--- config.mk ---
export PLATFORM = sky130hd
export DESIGN_NAME = linear_interp_rational_resampler
export DESIGN_NICKNAME = d
export VERILOG_FILES = /design/src/sv/lirr_pkg.sv /design/src/sv/lirr_serdiv.sv /design/src/sv/linear_interp_rational_resampler.sv
export SDC_FILE = /design/constraint.sdc
export NUM_CORES = 1
export LEC_CHECK = 0
export BUFFER_PORTS_ARGS = -buffer_cell sky130_fd_sc_hd__buf_2
export CAP_MARGIN = 10
export CORE_UTILIZATION = 55
export CTS_CLUSTER_SIZE = 8
export DETAILED_ROUTE_END_ITERATION = 8
export GPL_TIMING_DRIVEN = 0
export PLACE_DENSITY_LB_ADDON = 0.08
export SETUP_SLACK_MARGIN = 0.2
export SLEW_MARGIN = 0
export SYNTH_ARGS = -nofsm -noshare
export SYNTH_HDL_FRONTEND = slang
export SYNTH_SLANG_ARGS = --single-unit
--- constraint.sdc ---
create_clock -name clk -period 5.6 [get_ports clk]
set_input_delay 1.12 -clock clk [delete_from_list [all_inputs] [get_ports clk]]
set_output_delay 1.12 -clock clk [all_outputs]
set_load 0.02 [all_outputs]
--- src/sv/lirr_pkg.sv ---
// Shared constants for the linear interpolating rational resampler.
`default_nettype none
package lirr_pkg;

  // Default field widths
  localparam int SAMPLE_BITS_DEF = 16;
  localparam int FACTOR_BITS_DEF = 16;

  // Configuration register indexes
  localparam logic REG_UP_FACTOR   = 1'b0;
  localparam logic REG_DOWN_FACTOR = 1'b1;

endpackage
`default_nettype wire

--- src/sv/lirr_serdiv.sv ---
// Bit-serial restoring divider, one quotient bit per cycle.
`default_nettype none
module lirr_serdiv #(
  parameter int DW = 33,
  parameter int FB = 16,
  parameter int LW = $clog2(DW + 1)
) (
  input  wire logic          clk,
  input  wire logic          rst_n,
  input  wire logic          start,
  input  wire logic [LW-1:0] len,       // number of dividend bits, taken from the top
  input  wire logic [DW-1:0] dividend,  // left aligned
  input  wire logic [FB-1:0] divisor,   // nonzero
  output logic               done,
  output logic [DW-1:0]      quotient,
  output logic [FB-1:0]      remainder
);

  logic          busy_r;
  logic          done_r;
  logic [LW-1:0] cnt_r;
  logic [DW-1:0] dvd_r;
  logic [FB-1:0] rem_r;

  logic [FB:0]   rem_sh;
  logic [FB+1:0] diff;
  logic          ge;

  // Shift in the next dividend bit and try to subtract the divisor
  always_comb begin
    rem_sh = {rem_r, dvd_r[DW-1]};
    diff   = {1'b0, rem_sh} - {2'b00, divisor};
    ge     = !diff[FB+1];
  end

  // Sequence control
  always_ff @(posedge clk) begin
    if (!rst_n) begin
      busy_r <= 1'b0;
      done_r <= 1'b0;
      cnt_r  <= '0;
    end else begin
      done_r <= 1'b0;
      if (start) begin
        busy_r <= 1'b1;
        cnt_r  <= len;
      end else if (busy_r) begin
        cnt_r <= cnt_r - 1'b1;
        if (cnt_r == LW'(1)) begin
          busy_r <= 1'b0;
          done_r <= 1'b1;
        end
      end
    end
  end

  // Dividend and remainder; quotient bits enter at the bottom
  always_ff @(posedge clk) begin
    if (start) begin
      dvd_r <= dividend;
      rem_r <= '0;
    end else if (busy_r) begin
      dvd_r <= {dvd_r[DW-2:0], ge};
      rem_r <= ge ? diff[FB-1:0] : rem_sh[FB-1:0];
    end
  end

  assign done      = done_r;
  assign quotient  = dvd_r;
  assign remainder = rem_r;

endmodule
`default_nettype wire

--- src/sv/linear_interp_rational_resampler.sv ---
// One word at a time: a new word is accepted only in the idle state, once the serial
//   divider (phase modulo, interpolation quotient, next phase), the shift-add multiplier
//   and the result words for the last word are done. The first word of a stream is
//   only stored, unless it also ends the stream.
// Reset (rst_n low at a clock edge): factors return to 1, the stream state is cleared
//   and no result is pending.
`default_nettype none
module linear_interp_rational_resampler
  import lirr_pkg::*;
#(
  parameter int SAMPLE_BITS = SAMPLE_BITS_DEF,
  parameter int FACTOR_BITS = FACTOR_BITS_DEF
) (
  input  wire logic                                 clk,
  input  wire logic                                 rst_n,
  // configuration
  input  wire logic                                 cfg_we,
  input  wire logic                                 cfg_addr,
  input  wire logic [FACTOR_BITS-1:0]               cfg_wdata,
  // input stream
  input  wire logic                                 in_tvalid,
  output logic                                      in_tready,
  input  wire logic [((SAMPLE_BITS+7)/8)*8-1:0]     in_tdata,   // sample_in
  input  wire logic                                 in_tlast,   // stream_end
  // result stream
  output logic                                      out_tvalid,
  input  wire logic                                 out_tready,
  output logic [((SAMPLE_BITS+7)/8)*8-1:0]          out_tdata,  // sample_out
  output logic                                      out_tuser,  // sample_valid
  output logic                                      out_tlast   // last_out
);

  localparam int SB = SAMPLE_BITS;
  localparam int FB = FACTOR_BITS;
  localparam int DW = SB + 1 + FB;
  localparam int LW = $clog2(DW + 1);

  typedef enum logic [7:0] {
    S_IDLE  = 8'b00000001,
    S_MOD1  = 8'b00000010,
    S_PREP  = 8'b00000100,
    S_MUL   = 8'b00001000,
    S_DIV   = 8'b00010000,
    S_MOD2  = 8'b00100000,
    S_EMIT1 = 8'b01000000,
    S_EMIT2 = 8'b10000000
  } state_t;

  state_t        state_r, state_nxt;

  logic [FB-1:0] up_r, down_r;
  logic [SB-1:0] prev_r;
  logic          have_prev_r;
  logic [FB-1:0] phase_r;

  logic [SB-1:0] x_r;
  logic          end_r;
  logic [FB-1:0] ph_r;
  logic          need_r;
  logic [SB:0]   mag_r;
  logic          neg_r;
  logic [DW-1:0] acc_r;
  logic [FB-1:0] mt_r;
  logic [LW-1:0] mcnt_r;
  logic [SB-1:0] pt_r;
  logic [SB-1:0] fin_r;
  logic          fin_sv_r;

  logic          out_valid_r;
  logic [SB-1:0] out_sample_r;
  logic          out_sv_r;
  logic          out_last_r;

  logic [FB-1:0] l_eff, m_eff;
  logic          down_ok;
  logic          in_acc, out_free;
  logic [SB-1:0] x_in;
  logic [FB-1:0] t_w;
  logic          need_w;
  logic [SB:0]   d_w, mag_w;
  logic [FB:0]   sum2;
  logic [SB:0]   pt_w;
  logic [SB-1:0] fin_w;
  logic          fin_sv_w;

  logic          div_start;
  logic [LW-1:0] div_len;
  logic [DW-1:0] div_dividend;
  logic          div_done;
  logic [DW-1:0] div_q;
  logic [FB-1:0] div_rem;

  // Effective factors: zero counts as one
  always_comb begin
    l_eff   = (up_r == '0) ? FB'(1) : up_r;
    m_eff   = (down_r == '0) ? FB'(1) : down_r;
    down_ok = l_eff <= m_eff;
  end

  assign in_tready = (state_r == S_IDLE);
  assign in_acc    = in_tvalid && in_tready;
  assign x_in      = in_tdata[SB-1:0];
  assign out_free  = !out_valid_r || out_tready;

  // Segment offset of the kept point and the sample difference
  always_comb begin
    t_w    = (ph_r == '0) ? '0 : m_eff - ph_r;
    need_w = down_ok && (t_w < l_eff);
    d_w    = {x_r[SB-1], x_r} - {prev_r[SB-1], prev_r};
    mag_w  = d_w[SB] ? -d_w : d_w;
    sum2   = {1'b0, ph_r} + {1'b0, l_eff};
    pt_w   = neg_r ? ({prev_r[SB-1], prev_r} - div_q[SB:0])
                   : ({prev_r[SB-1], prev_r} + div_q[SB:0]);
  end

  // Final word of a stream, from the next phase
  always_comb begin
    fin_w    = (div_rem == '0) ? x_r : '0;
    fin_sv_w = (div_rem == '0);
  end

  // Divider requests
  always_comb begin
    div_start    = 1'b0;
    div_len      = LW'(FB);
    div_dividend = {phase_r, {(SB + 1){1'b0}}};
    case (state_r)
      S_IDLE: begin
        div_start = in_acc && have_prev_r;
      end
      S_PREP: begin
        div_start    = !need_w;
        div_len      = LW'(FB + 1);
        div_dividend = {sum2, {SB{1'b0}}};
      end
      S_MUL: begin
        div_start    = (mcnt_r == '0);
        div_len      = LW'(DW);
        div_dividend = acc_r;
      end
      S_DIV: begin
        div_start    = div_done;
        div_len      = LW'(FB + 1);
        div_dividend = {sum2, {SB{1'b0}}};
      end
      default: begin
        div_start = 1'b0;
      end
    endcase
  end

  // Next state
  always_comb begin
    state_nxt = state_r;
    case (state_r)
      S_IDLE: begin
        if (in_acc) begin
          if (have_prev_r)
            state_nxt = S_MOD1;
          else if (in_tlast && down_ok)
            state_nxt = S_EMIT2;
        end
      end
      S_MOD1: begin
        if (div_done) state_nxt = S_PREP;
      end
      S_PREP: begin
        state_nxt = need_w ? S_MUL : S_MOD2;
      end
      S_MUL: begin
        if (mcnt_r == '0) state_nxt = S_DIV;
      end
      S_DIV: begin
        if (div_done) state_nxt = S_MOD2;
      end
      S_MOD2: begin
        if (div_done) begin
          if (need_r)
            state_nxt = S_EMIT1;
          else if (end_r && down_ok)
            state_nxt = S_EMIT2;
          else
            state_nxt = S_IDLE;
        end
      end
      S_EMIT1: begin
        if (out_free) state_nxt = (end_r && down_ok) ? S_EMIT2 : S_IDLE;
      end
      S_EMIT2: begin
        if (out_free) state_nxt = S_IDLE;
      end
      default: begin
        state_nxt = S_IDLE;
      end
    endcase
  end

  // Control and stream state
  always_ff @(posedge clk) begin
    if (!rst_n) begin
      state_r     <= S_IDLE;
      up_r        <= FB'(1);
      down_r      <= FB'(1);
      prev_r      <= '0;
      have_prev_r <= 1'b0;
      phase_r     <= '0;
      mcnt_r      <= '0;
      out_valid_r <= 1'b0;
    end else begin
      state_r <= state_nxt;

      if (cfg_we) begin
        case (cfg_addr)
          REG_UP_FACTOR:   up_r   <= cfg_wdata;
          REG_DOWN_FACTOR: down_r <= cfg_wdata;
          default: ;
        endcase
      end

      // first word of a stream
      if (in_acc && !have_prev_r) begin
        if (in_tlast) begin
          prev_r      <= '0;
          have_prev_r <= 1'b0;
        end else begin
          prev_r      <= x_in;
          have_prev_r <= 1'b1;
        end
        phase_r <= '0;
      end

      // advance or restart the stream once the next phase is known
      if (state_r == S_MOD2 && div_done) begin
        if (end_r) begin
          prev_r      <= '0;
          have_prev_r <= 1'b0;
          phase_r     <= '0;
        end else begin
          prev_r  <= x_r;
          phase_r <= div_rem;
        end
      end

      // multiplier bit count
      if (state_r == S_PREP)
        mcnt_r <= LW'(FB);
      else if (state_r == S_MUL && mcnt_r != '0)
        mcnt_r <= mcnt_r - 1'b1;

      // output register
      if ((state_r == S_EMIT1 || state_r == S_EMIT2) && out_free)
        out_valid_r <= 1'b1;
      else if (out_tready)
        out_valid_r <= 1'b0;
    end
  end

  // Datapath registers
  always_ff @(posedge clk) begin
    if (in_acc) begin
      x_r   <= x_in;
      end_r <= in_tlast;
      if (!have_prev_r) begin
        fin_r    <= x_in;
        fin_sv_r <= 1'b1;
      end
    end
    if (state_r == S_MOD1 && div_done)
      ph_r <= div_rem;
    if (state_r == S_PREP) begin
      need_r <= need_w;
      mag_r  <= mag_w;
      neg_r  <= d_w[SB];
      acc_r  <= '0;
      mt_r   <= t_w;
    end
    // shift-add multiply, offset bits from the top
    if (state_r == S_MUL && mcnt_r != '0) begin
      acc_r <= {acc_r[DW-2:0], 1'b0} + (mt_r[FB-1] ? DW'(mag_r) : '0);
      mt_r  <= {mt_r[FB-2:0], 1'b0};
    end
    if (state_r == S_DIV && div_done)
      pt_r <= pt_w[SB-1:0];
    if (state_r == S_MOD2 && div_done) begin
      fin_r    <= fin_w;
      fin_sv_r <= fin_sv_w;
    end
    if (state_r == S_EMIT1 && out_free) begin
      out_sample_r <= pt_r;
      out_sv_r     <= 1'b1;
      out_last_r   <= 1'b0;
    end else if (state_r == S_EMIT2 && out_free) begin
      out_sample_r <= fin_r;
      out_sv_r     <= fin_sv_r;
      out_last_r   <= 1'b1;
    end
  end

  lirr_serdiv #(
    .DW (DW),
    .FB (FB),
    .LW (LW)
  ) u_div (
    .clk       (clk),
    .rst_n     (rst_n),
    .start     (div_start),
    .len       (div_len),
    .dividend  (div_dividend),
    .divisor   (state_r == S_DIV ? l_eff : m_eff),
    .done      (div_done),
    .quotient  (div_q),
    .remainder (div_rem)
  );

  // Drive the result ports
  always_comb begin
    out_tdata         = '0;
    out_tdata[SB-1:0] = out_sample_r;
  end
  assign out_tvalid = out_valid_r;
  assign out_tuser  = out_sv_r;
  assign out_tlast  = out_last_r;

  // Reduced phase lies below the decimation factor
  a_phase_reduced: assert property (@(posedge clk) disable iff (!rst_n)
    state_r == S_PREP |-> ph_r < m_eff)
    else $error("reduced phase not below decimation factor");

  // Interpolation quotient never exceeds the sample difference width
  a_quot_fits: assert property (@(posedge clk) disable iff (!rst_n)
    (state_r == S_DIV && div_done) |-> div_q[DW-1:SB+1] == '0)
    else $error("interpolation quotient overflow");

  // An interpolated point is never the stream's last word
  a_point_not_last: assert property (@(posedge clk) disable iff (!rst_n)
    (state_r == S_EMIT1 && out_free) |=> (out_valid_r && !out_last_r))
    else $error("interpolated point marked last");

endmodule
`default_nettype wire

==> results of run 1 <==
## layout by cell type (no fill, tap or decap), types with 19 or more instances in the layout
| cell type | n |
|---|---|
| xnor2_1 | 78 |
| a21oi_1 | 145 |
| mux2_2 | 25 |
| clkbuf_1 | 106 |
| nand3_1 | 33 |
| a211oi_1 | 37 |
| a31oi_1 | 22 |
| nor2_1 | 181 |
| nor3_1 | 44 |
| xor2_1 | 47 |
| o21ai_0 | 81 |
| clkbuf_16 | 42 |
| dfxtp_1 | 93 |
| nand2_1 | 209 |
| ha_1 | 131 |
| a21o_1 | 19 |
| edfxtp_1 | 182 |
| and3_1 | 21 |
| and2_1 | 29 |
| inv_1 | 107 |
| a22oi_1 | 28 |
| nor2b_1 | 22 |
| buf_2 | 73 |
## stage by stage
step / setup TNS [ns] / setup WS (ns) / hold slack, ns / cell area, um^2 / std cells
3_5_place_dp: -24.57 / -0.657 / 0.462 / 18900 / 2425
5_1_grt: 0 / 0.215 / 0.495 / 20200 / 2503
6_report: 0 / 0.437 / 0.471 / 20200 / 2503
2_1_floorplan: 0 / 0.587 / 0.439 / 18000 / 1928
3_3_place_gp: -38.64 / -1.07 / 0.457 / 18800 / 2421
4_1_cts: 0 / 0.252 / 0.475 / 20200 / 2501
## cell families (layout without fill, tap and decap cells)
logic type / Yosys count / count (layout) / share of synthesized area, %
fa+ha+maj: 137 / 137 / 9.79
buf+inv: 213 / 353 / 4.68
simple gates: 654 / 654 / 17.5
flops: 289 / 289 / 42.4
compound gates: 467 / 467 / 17.0
xor+xnor: 125 / 125 / 6.10
mux: 43 / 43 / 2.59
## layer usage
metal | share of wire [%] | GRT usage [%] | vias to the layer above | wire length [um]
li1 | - | - | 7182 | -
met1 | 41 | 36.6 | 6958 | 20600
met2 | 50 | 54.5 | 391 | 24900
met3 | 3.7 | 3.35 | 119 | 1860
met4 | 4.8 | 15.0 | 0 | 2380
met5 | 0 | 0 | - | 0
## report_power, final
group	switching (mW)	total, mW	internal [mW]
clock network	0.945	2.40	1.45
registers	0.255	2.89	2.63
logic	1.59	2.73	1.13
total	2.79	8.01	5.22
## worst reg2reg max path, delay by kind of cell, from the launching register on
kind	cells	cell delay [ns]
xor gates and xnor gates	1	0.25
AOI/OAI and AO/OA	9	1.92
and+or+nand+nor	5	0.78
buffers and inverters	2	0.30
DFF	1	0.41
muxes	1	0.30
adders and majority gates	3	0.95
## area by class of cell
type                       count  area [um^2]
timing repair buffer          65          390
inverter                     110          413
clock inverter                 5         90.1
fill                        2754        11700
sequential                   289         7620
multi-input combinational   1426         9550
clock buffer                  70         1160
buffer                       103          437
tap                          435          544
## worst paths after layout
| check | from | endpoint | cells past startpoint |
|---|---|---|---|
| worst min-delay path | up_r[0]$_SDFFE_PN1P_ | up_r[0]$_SDFFE_PN1P_ | 2 |
| worst max register to register | down_r[3]$_SDFFE_PN0P_ | u_div.quotient[27]$_DFFE_PP_ | 21 |
| worst max-delay path | down_r[3]$_SDFFE_PN0P_ | u_div.quotient[27]$_DFFE_PP_ | 21 |
| worst min register to register | up_r[0]$_SDFFE_PN1P_ | up_r[0]$_SDFFE_PN1P_ | 2 |
## timing repair
action                     4_1_cts  5_1_grt
resized for setup                5       22
setup buffers                    1        2
pin swaps                        1        6
setup endpoints to repair       89       77
==> metrics.md, run 1 <==
| Metric | Value |
|---|---|
| Global-route wire length before repair | `78,600 um` |
| Pwr Total | `8.01 mW` |
| CP peak stage delay | `0.45 ns` |
| Antenna diodes | `0` |
| Synth cell types | `88` |
| Worst Hold Class | `reg2reg` |
| Num Clock Sinks | `289` |
| Worst Tran Pin Value | `1.03 ns` |
| Overall global routing resource usage | `30.6%` |
| Most common cell in the netlist | `nand2_1` |
| Largest area contributor in the netlist | `edfxtp_1` |
| CP top delay family | `compound AO/OA/AOI/OAI gates` |
| Mapped cell area | `around 18,000 um^2` |
| Clk pin slew, worst setup/hold paths | `0.05 ns` |
| Max frequency | `194 MHz` |
| DRT iter0 DRCs | `between 900 and 1,000` |
| RSZ-0062 raised after global routing | `no` |
| Clock latency on the worst-skew pair | `0.55 ns` |
| Synth Flop Type | `edfxtp_1` |
| Crit path kind | `reg2reg` |
| Post-synth top area share | `approximately 30%` |
| Vias | `14,700` |
| Slew margin rel. | `31.0%` |
| Largest net degree at the start of global routing | `34` |
| Startpoint Class | `flip-flop` |
| # rows | `between 60 and 70` |
| ANT nets after route | `0` |
| Initial antenna violation count | `0` |
| Chip Height | `183 um` |
| Req. time, crit path | `a little under 6 ns` |
| Worst vdd ir | `0.355 mV` |
| Vias in the first global route | `14,300` |
| Slowest stage cell, crit path | `o41ai_2` |
| Layout cells sized above 1 | `9.96%` |
| Pwr Density | `between 300 and 400 nW/um^2` |
| Hpwl dp | `approximately 39,000 um` |
| Synth area leaders | `edfxtp_1 (30%), dfxtp_1 (12%), ha_1 (9.1%), nand2_1 (4.4%), a21oi_1 (4.1%)` |
| Hold-fix buffers, CTS | `0` |
| Final nets | `2,213` |
| Fin. Hold Viols | `0` |
| Cells along the critical path | `nor4_1 > a41oi_2 > ha_1 > inv_1 > fa_1 > a21oi_2 > o211ai_1 > o41ai_2 > o21ai_1 > xnor2_1 > nor2_2 > ha_1 > a21oi_1 > nor2_1 > a211oi_1 > o21ai_1 > nor3_2 > o21a_4 > nand3_4 > buf_12 > mux2_1` |
| H-Tree Level Count | `2` |
| Final Max Tran Viols | `0` |
| Post-layout min period | `5.16 ns` |
| Register area share after synthesis | `42.4%` |
| Routed WL per cell | `roughly 20 um` |
| Warnings, synthesis | `0` |
| Crit path buf inv count | `2` |
| EDFF count, synth | `approximately 180` |
| Worst R2R Setup Slack | `0.44 ns` |
| Grt ovf | `0` |
| DRT Pass-1 Iters | `7` |
| Starting Density | `56.3%` |
| Top cells by count, synth | `nand2_1 (210), nor2_1 (183), edfxtp_1 (182), a21oi_1 (146), ha_1 (131)` |
| CTS Buf Count | `42` |
| Post-route clock period utilization | `approximately 92%` |
| Die area | `between 30,000 and 40,000 um^2` |
| Yosys reg bits | `289` |
| Max_cap viols | `0` |
| CTS tree | `yes` |
| Status | `finished clean` |
| Chip width | `183 um` |
| Area growth, synth to finish | `12.5%` |
| Crit-path max FO | `10` |
| Critical path data arrival time | `about 5.4 ns` |
| Remaining DRCs | `0` |
| CTS Buffer Depth | `3` |
| Syn nets | `between 2,000 and 2,500` |
| Vias per cell | `slightly below 6` |
| Synth Area per Inst | `9.32 um^2` |
| Final wirelength | `49,700 um` |
| Core ar. | `31,900 um^2` |
| Util after Layout | `63.4%` |
| Final Wtd Congestion | `0.982` |
| Clock root cell | `clkbuf_16` |
| Leak Pwr | `7.67 nW` |
| I/O pin count | `59` |
| Clock Skews | `a little under 0.03 ns` |
| Post-synth ARST share | `0%` |
| Setup-failing EPs final | `0` |
| Setup crit end kind | `flip-flop` |
| Mapped Cells | `1,928` |
| Port Buffers | `58` |
Power figures use the tool's default switching activity.
==> inputs of run 2 (changes only) <==
--- a/config.mk
+++ b/config.mk
@@ -16,4 +16,5 @@
 export SLEW_MARGIN = 0
 export SYNTH_ARGS = -nofsm -noshare
 export SYNTH_HDL_FRONTEND = slang
+export SYNTH_HIERARCHICAL = 1
 export SYNTH_SLANG_ARGS = --single-unit
==> run 2 against run 1 <==
  * Sequential share of layout area down 1.1 points
  * Wire length up 1.8%
  * Critical path depth up 7
  * Clock skew down 0.011 ns
  * Flip-flop and latch count unchanged
  * Largest power group is now combinational logic
  * Maximum frequency down 0.68%
  * Clock-buffer cell count down 1
  * Synthesized cell count up 2.9%
  * Clock power down 2%
  * Critical endpoint is now u_div/quotient[13]$_DFFE_PP_
  * Setup slack worse by 0.035 ns
  * Sequential power up 1%
  * Utilization up 0.24 points
  * Critical path type unchanged
==> metrics.md, run 2 <==
| Metric | Value |
|---|---|
| Final nets | `2,278` |
| Register area share after synthesis | `41.1%` |
| Max_cap viols | `0` |
| TNS Setup | `0 ns` |
| Simple-gate share of the synthesized area | `approximately 17%` |
| Worst Tran Pin Value | `1.10 ns` |
| I/O pin count | `59` |
| Status | `finished clean` |
| Met1 GRT Util | `35.8%` |
| Overall global routing resource usage | `29.9%` |
| Largest family of logic cells by synthesized area | `compound AO/OA/AOI/OAI gates` |
| # rows | `66` |
| Post-synth top area share | `29.6%` |
| Synth Area per Inst | `9.33 um^2` |
| Commonest non-fill, non-tap cells in the layout | `nand2_1 (194), edfxtp_1 (182), nor2_1 (160)` |
| Non-filler cells, final | `approximately 2,600` |
| Slowest stage cell, crit path | `dfxtp_4` |
| Grt ovf | `0` |
| Startpoint Class | `flip-flop` |
| ANT nets after route | `0` |
| EDFF count, synth | `182` |
| Area growth, synth to finish | `12.8%` |
| Post-synth ARST share | `0%` |
| Synth Flop Type | `edfxtp_1` |
| Vias per cell | `5.90` |
| Adder-Cell Fraction of Synth Area | `a little under a tenth` |
| Clock latency on the worst-skew pair | `0.55 ns` |
| Worst vdd ir | `0.330 mV` |
| Hpwl dp | `38,600 um` |
| Synth cell types | `102` |
| Compound-Gate Fraction of Synth Area | `18.1%` |
| DP Cell Count | `2,487` |
| Port Buffers | `58` |
| DRT Pass-1 Iters | `5` |
| Layout cells sized above 1 | `about an eighth` |
| Leak Pwr | `7.97 nW` |
| Pwr Total | `8.59 mW` |
| Pwr Density | `412 nW/um^2` |
| Antenna diodes | `0` |
| Util after Layout | `63.6%` |
| Clock root cell | `clkbuf_16` |
| Core ar. | `around 33,000 um^2` |
| Clock Skews | `0.0178 ns` |
| Crit path kind | `reg2reg` |
| Clk pin slew, worst setup/hold paths | `0.05 ns` |
| Post-route clock period utilization | `92.8%` |
| CTS tree | `yes` |
| Die area | `between 30,000 and 40,000 um^2` |
| Vias in the first global route | `roughly 15,000` |
| Final wirelength | `around 51,000 um` |
| Chip Height | `around 190 um` |
| Final instance area | `20,900 um^2` |
| H-Tree Level Count | `2` |
| Met2 Track Usage GR | `52.7%` |
| CTS Buf Count | `42` |
| CP top delay family | `compound AO/OA/AOI/OAI gates` |
| Post-layout min period | `5.20 ns` |
| Crit-path max FO | `25` |
| Starting Density | `~56%` |
| Fin. Hold Viols | `0` |
| RSZ-0062 raised after global routing | `no` |
| Critical path data arrival time | `5.48 ns` |
| Final Wtd Congestion | `0.912` |
| CP peak stage delay | `0.37 ns` |
| Most common cell in the netlist | `nand2_1` |
| Top cell by count, worst path | `a21o_1` |
| Req. time, crit path | `about 5.9 ns` |
| Initial antenna violation count | `0` |
| Max frequency | `192 MHz` |
| DRT iter0 DRCs | `1,246` |
| Mapped Cells | `1,983` |
| Warnings, synthesis | `6` |
| Top cells by count, synth | `nand2_1 (195), edfxtp_1 (182), nor2_1 (162), inv_1 (139), ha_1 (131)` |
| Largest net degree at the start of global routing | `32` |
| Mapped cell area | `18,500 um^2` |
| Num Clock Sinks | `289` |
| Largest area contributor in the netlist | `edfxtp_1` |
| Yosys reg bits | `289` |
| Post-synthesis mux area share | `3.31%` |
| Remaining DRCs | `0` |
| Worst Hold Class | `reg2reg` |
| GR peak layer | `met2` |
| Crit path buf inv count | `7` |
| Vias | `roughly 15,000` |
| Synth area leaders | `edfxtp_1 (30%), dfxtp_1 (12%), ha_1 (8.9%), nand2_1 (4.0%), xnor2_1 (3.7%)` |
| Slew margin rel. | `26.2%` |
| Setup-failing EPs final | `0` |
| CTS Buffer Depth | `3` |
| Global-route wire length before repair | `between 70,000 and 80,000 um` |
| Final Max Tran Viols | `0` |
| Chip width | `approximately 190 um` |
| Most common cell after layout, fill and taps aside | `nand2_1` |
| Setup crit end kind | `flip-flop` |
| Routed WL per cell | `19.7 um` |
| Placed inst area | `19,400 um^2` |
| Met3 Use GR | `3.74%` |
| Synth Area in XOR/XNOR | `5.25%` |
run 2: final cells by class:
type                       instances  area [um^2]
sequential                       289         7640
fill                            2824        11900
multi-input combinational       1446         9980
timing repair buffer              73          448
tap                              442          553
inverter                         142          542
clock inverter                     3         33.8
clock buffer                      69         1180
buffer                           108          475
run 2: path summary, 6_finish.rpt:
check | cells after the start | slack, ns | endpoint | startpoint
setup reg to reg | 28 | 0.40 | u_div/quotient[13]$_DFFE_PP_ | down_r[7]$_SDFFE_PN0P_
hold reg to reg | 2 | 0.48 | mt_r[0]$_SDFFE_PP0P_ | mt_r[0]$_SDFFE_PP0P_
setup / recovery | 28 | 0.40 | u_div/quotient[13]$_DFFE_PP_ | down_r[7]$_SDFFE_PN0P_
hold / removal | 2 | 0.48 | mt_r[0]$_SDFFE_PP0P_ | mt_r[0]$_SDFFE_PP0P_
run 2: report_power, final:
part | switching (mW) | leakage (nW) | internal [mW]
Clock | 0.932 | 0.583 | 1.43
Sequential | 0.286 | 2.46 | 2.64
Combinational | 1.98 | 4.92 | 1.32
Total | 3.20 | 7.97 | 5.39
run 2: through the flow:
step	worst slack, ns	hold slack, ns
floorplan	0.368	0.442
global placement	-1.08	0.458
detailed placement	-0.716	0.462
CTS	0.213	0.476
global route	0.229	0.510
finish	0.402	0.476
run 2: layer usage:
metal	wire length, um	share of wire, %	up-vias
met3	2260	4.5	133
met2	25000	49	486
met4	2450	4.8	0
met5	0	0	-
met1	20900	41	7174
li1	-	-	7392
run 2: logic make-up (layout without fill, tap and decap cells):
family	count (synthesis)	count (layout)
adder cells (fa/ha/maj)	137	137
flip-flops	289	289
buffers and inverters	250	395
other	1	3
AO/OA/AOI/OAI	487	487
AND/OR/NAND/NOR	654	654
XOR/XNOR	110	110
multiplexers	55	55
run 2: timing repair:
action / CTS / global route
cloned: 0 / 1
setup buffers: 7 / 5
endpoints found under the setup margin: 90 / 86
pin swaps: 3 / 5
resized for setup: 21 / 35
hold buffers: 0 / 0
run 2: worst reg2reg max path, delay by kind of cell, from the launching register on:
kind                     cells  cell delay, ns
flip-flops                   1            0.37
AND/OR/NAND/NOR              6            0.77
adder cells (fa/ha/maj)      3            0.70
AO/OA/AOI/OAI               11            1.95
buffers and inverters        7            0.87
XOR/XNOR                     1            0.30
